## src/rtl/pra_ram.sv

```systemverilog
module pra_ram #(
  parameter int WIDTH = 8,
  parameter int DEPTH = 256,
  localparam int AW = $clog2(DEPTH)
) (
  input  logic             clk,
  input  logic             we,
  input  logic [AW-1:0]    waddr,
  input  logic [WIDTH-1:0] wdata,
  input  logic [AW-1:0]    raddr,
  output logic [WIDTH-1:0] rdata
);

  logic [WIDTH-1:0] mem [DEPTH];

  always_ff @(posedge clk) begin
    if (we) begin
      mem[waddr] <= wdata;
    end
    rdata <= mem[raddr];
  end

endmodule

```

## config.mk

```make
export PLATFORM = sky130hd
export DESIGN_NAME = pra_ram
export DESIGN_NICKNAME = d
export VERILOG_FILES = /design/src/rtl/pra_ram.sv
export SDC_FILE = /design/constraint.sdc
export NUM_CORES = 2
export LEC_CHECK = 0
export BUFFER_PORTS_ARGS = -buffer_cell sky130_fd_sc_hd__buf_2
export CAP_MARGIN = 20
export CORE_MARGIN = 3
export CORE_UTILIZATION = 57
export DETAILED_ROUTE_END_ITERATION = 12
export MAX_ROUTING_LAYER = met4
export PLACE_DENSITY = 0.76
export SLEW_MARGIN = 20
export SYNTH_ARGS = -nofsm -noshare
export SYNTH_HDL_FRONTEND = slang
export SYNTH_SLANG_ARGS = --single-unit
export TNS_END_PERCENT = 1
```

## constraint.sdc

```tcl
create_clock -name clk -period 6.2 [get_ports clk]
set_clock_uncertainty 0.05 [all_clocks]
set_input_delay 1.24 -clock clk [delete_from_list [all_inputs] [get_ports clk]]
set_output_delay 1.24 -clock clk [all_outputs]
set_load 0.01 [all_outputs]
```

# ---- Word level (Yosys, flattened, before mapping)
# Memory sizes are Yosys's and may differ from the RTL's. A register that Yosys moved wholly into a read port is not among the register bits.
# Index checks and enable logic that the tools add are counted.
# W data, S select, Z words.
dict set report totals {
  reg_bits 0
  mem_bits_rw 2048
  inputBits 26
  wordCells 3
  memories 1
}
# name depth word_bits rd rd_clocked_by_memory_dff write_ports line
set memory_table {}
lappend memory_table {mem 256 8 1 1 1 14} ;# logic [WIDTH-1:0] mem [DEPTH];
dict set report classes {
  muxes 2
}
# op n
set op_table {}
lappend op_table {{$mux W1} 2}

# ---- Longest topological paths before layout
dict set report logic_depth {
  ltp_word 2
  ltp_mapped 11
}

# ---- Worst setup path before layout
# Ideal clock, no wire load.
dict set report synth_path {
  kind {in2reg}
  start {in raddr[0]}
  end {reg rdata[2] (read register of mem)}
  t_arrival_ns 3.047
  path_slack_ns 2.972
  cell_stages 9
  path_cell_list {buf_6 > buf_12 > buf_8 > buf_2 > mux4_2 > a22oi_1 > a21oi_1 > nor4_1 > nor4_2}
}
# element line
set synth_rtl {}
lappend synth_rtl {{start, declared} 10} ;# input logic [AW-1:0] raddr,
lappend synth_rtl {{end, declared} 11} ;# output logic [WIDTH-1:0] rdata

==> metrics.csv <==
stage;metric;value;unit
run_status;status;finished clean;
yosys;Synth Area in XOR/XNOR;0;%
worst_hold_path;Min-Delay Startpoint;wdata[2];
worst_setup_path;CP Class;primary input to register;
worst_setup_path;Worst Path Arrival;4650;ps
timing;maximum clock rate;248;MHz
timing;Slew Limit Fails;0;
yosys;Synth top area share;77.3;%
worst_setup_path;worst reg2reg setup slack;3230;ps
yosys;Mapped Cells;3733;
timing;measured slew at the worst slew-check pin;1140;ps
die;Initial Util;57.6;%
cts;H-tree Lvls;4;
global_routing;met2 usage;40.9;%
global_routing;Most Crowded Layer GR;met2;
routing;via count;39846;
cts;worst skew pair latency;840;ps
die;core area;138000;µm²
worst_setup_path;Critical Path RT;6820;ps
yosys;post-synthesis compound-gate area fraction;3.42;%
final_layout;final instance area;88000;µm²
placement;DP HPWL;115000;µm
routing;initial drt markers;6563;
cts;CTS max path bufs;3;
cts;Root Driver;clkbuf_16;
placement;DP Cell Count;5493;
placement;pre-CTS setup slack;1350;ps
timing;hold_ws;1010;ps
routing;Post-Route WL;193000;µm
global_routing;largest net degree at the start of global routing;146;
timing;Setup TNS;0;ps
yosys;ranking of synthesized cells by area;edfxtp_1 77%, mux4_2 13%, mux2i_1 1.7%;
cts;PostCTS Resize Cnt;0;
yosys;number of synthesized flops with an enable pin;2048;
routing;DRC viols;0;
worst_hold_path;Hold Path Sink;mem[94][2];
timing;final worst-path cycle share;65.0;%
cts;Post-CTS Hold Buffers;0;
worst_hold_path;min-delay worst type;primary input to register;
global_routing;met1 usage;39.0;%
die;row count;136;
worst_setup_path;worst-case reg-to-reg path depth;6;
cts;CTS tree;yes;
worst_setup_path;R2R Path Start;mem[77][4];
final_layout;fin cells;5862;
power;PwrDens;324;nW/µm²
yosys;Syn Nets;3759;
yosys;Syn Area/Cell;21.3;µm²
timing;relative slew slack;23.2;%
yosys;register bit total from synthesis;2056;
worst_setup_path;Setup crit end kind;register;
yosys;post-synthesis mux area share;14.6;%
cts;# Post-CTS Setup Buffers;0;
global_routing;antenna violations before repair;15;
cts;cts bufs inserted;194;
yosys;register area share after synthesis;77.5;%
placement;placed cell area;81700;µm²
placement;I/O Buffers;33;
routing;average wire per standard cell;33.0;µm
yosys;Yosys cell types;55;
cts;clock transition at the registers of the reported paths;60;ps
yosys;post-synthesis simple-gate area fraction;2.63;%
routing;antenna-violating nets left;0;
power;Pleak;0.0270;µW
yosys;share of async-settable or async-resettable flops after synthesis;0;%
yosys;Post-Syn Area;79600;µm²
worst_hold_path;hold path cells;1;
yosys;largest family of logic cells by synthesized area;multiplexers;
global_routing;first-pass GRT wire length;282000;µm
job;max_cap viols;0;
die;die area;144000;µm²
placement;gp weighted congestion;0.913;
final_layout;Synth-to-Final Area Change;10.7;%
timing;final setup violation count;0;
worst_setup_path;RR Endpoint;rdata[4];
yosys;most common flop cell mapped by yosys;edfxtp_1;
yosys;Synth area leader;edfxtp_1;
timing;worst setup slack after layout;2170;ps
yosys;synthesis warning total;0;
power;Max VDD drop;0.000313;V
timing;unrepaired setup endpoints after global routing;false;
cts;Clock Sinks;2056;
final_layout;Nets;3852;
die;I/O pin count;34;
global_routing;grt met3 use;6.52;%
die;Die Wd;380;µm
global_routing;via count of the first global-routing pass;39615;
global_routing;Total GRT Usage;27.8;%
routing;First-pass DRT Iterations;6;
routing;Via density;6.80;
timing;final hold vios;0;
worst_setup_path;largest fanout on the critical path;50;
die;chip height;380;µm
yosys;Adder-Cell Fraction of Synth Area;0;%
final_layout;share of post-route cells with drive strength above 1;21.8;%
timing;clock period minus worst slack;4030;ps
global_routing;grt ovf;0;
worst_setup_path;Startpoint Class;primary input;
-- cell usage after synthesis (4+ instances only) --
cell type,instances
mux4_2,454
o22ai_1,28
o21ai_0,10
o221ai_1,46
nor2_1,282
nor4_1,24
dfxtp_1,8
nor3_1,22
buf_6,21
nand4_1,10
buf_12,8
nand2b_1,8
o32ai_1,4
o22a_1,5
buf_8,13
nor2b_1,31
and2_1,6
a22oi_1,133
mux2i_1,134
a21oi_1,96
buf_1,22
a211oi_1,16
o211ai_1,10
a22o_1,8
nand3_1,34
a221oi_1,13
clkbuf_1,111
buf_4,27
edfxtp_1,2048
buf_2,31
nand2_1,33
or2_2,4
-- power breakdown --
part | switching [µW] | total, µW | internal (µW)
sequential | 38.8 | 15400 | 15300
combinational | 903 | 1360 | 453
clock | 5180 | 11800 | 6600
-- cell type report --
type                            count  area (µm²)
Tap cell                         1863        2330
Clock inverter                    127        1300
Timing Repair Buffer              130        1190
Antenna cell                       11        27.5
Clock buffer                      231        5010
Fill cell                        8762       50000
Multi-Input combinational cell   1442       16500
Inverter                            2        7.51
Sequential cell                  2056       61700
-- critical path, cell delays in order --
cell and delay, ps:
buf_8 540, buf_4 530, mux4_2 610, mux4_2 500, nor2_1 180, a2111oi_2 70
nor3_1 680, nor4_1 170
-- registers in the layout (all words and copies together) (netlist names) --
register  count
rdata         8
mem        2048
-- how the worst max path moves through the flow --
stage,startpoint,endpoint,slack (ps),depth (start not counted)
5_1_grt,raddr[0],rdata[7],2040,8
4_1_cts,raddr[0],rdata[7],2150,8
3_5_place_dp,raddr[0],rdata[1],1350,10
6_report,raddr[0],rdata[7],2170,8
2_1_floorplan,raddr[0],rdata[2],2970,9
3_3_place_gp,raddr[0],rdata[1],1320,10
-- layer usage --
metal | wire length (µm) | share of wire, %
met3 | 24000 | 12
met1 | 71500 | 37
met4 | 7070 | 3.7
met2 | 90800 | 47
met5 | 0 | 0
-- logic make-up after synthesis --
logic type | after synthesis
and+or+nand+nor | 466
buffers and inverters | 235
AOI/OAI and AO/OA | 385
DFF | 2056
muxes | 591
-- through the flow --
| stage | power (µW) | util [%] |
|---|---|---|
| final | 28500 | 63.8 |
| after global routing | 29200 | 63.8 |
| after CTS | 28600 | 63.8 |
| after detailed placement | 17000 | 59.2 |
| after global placement | 17000 | 59.2 |
| after floorplan | 16400 | - |
-- cells in the final DEF (no fill, tap or decap), types with 32 or more instances in the layout --
cell type	netlist	routed
a21oi_1	96	96
clkbuf_16	0	195
clkinv_1	1	59
nor2_1	282	279
mux4_2	454	454
a22oi_1	133	133
clkbuf_1	111	36
o221ai_1	46	46
nand3_1	34	33
edfxtp_1	2048	2048
nand2_1	33	32
mux2i_1	134	134
buf_4	27	81
(Power assumes the default switching activity.)
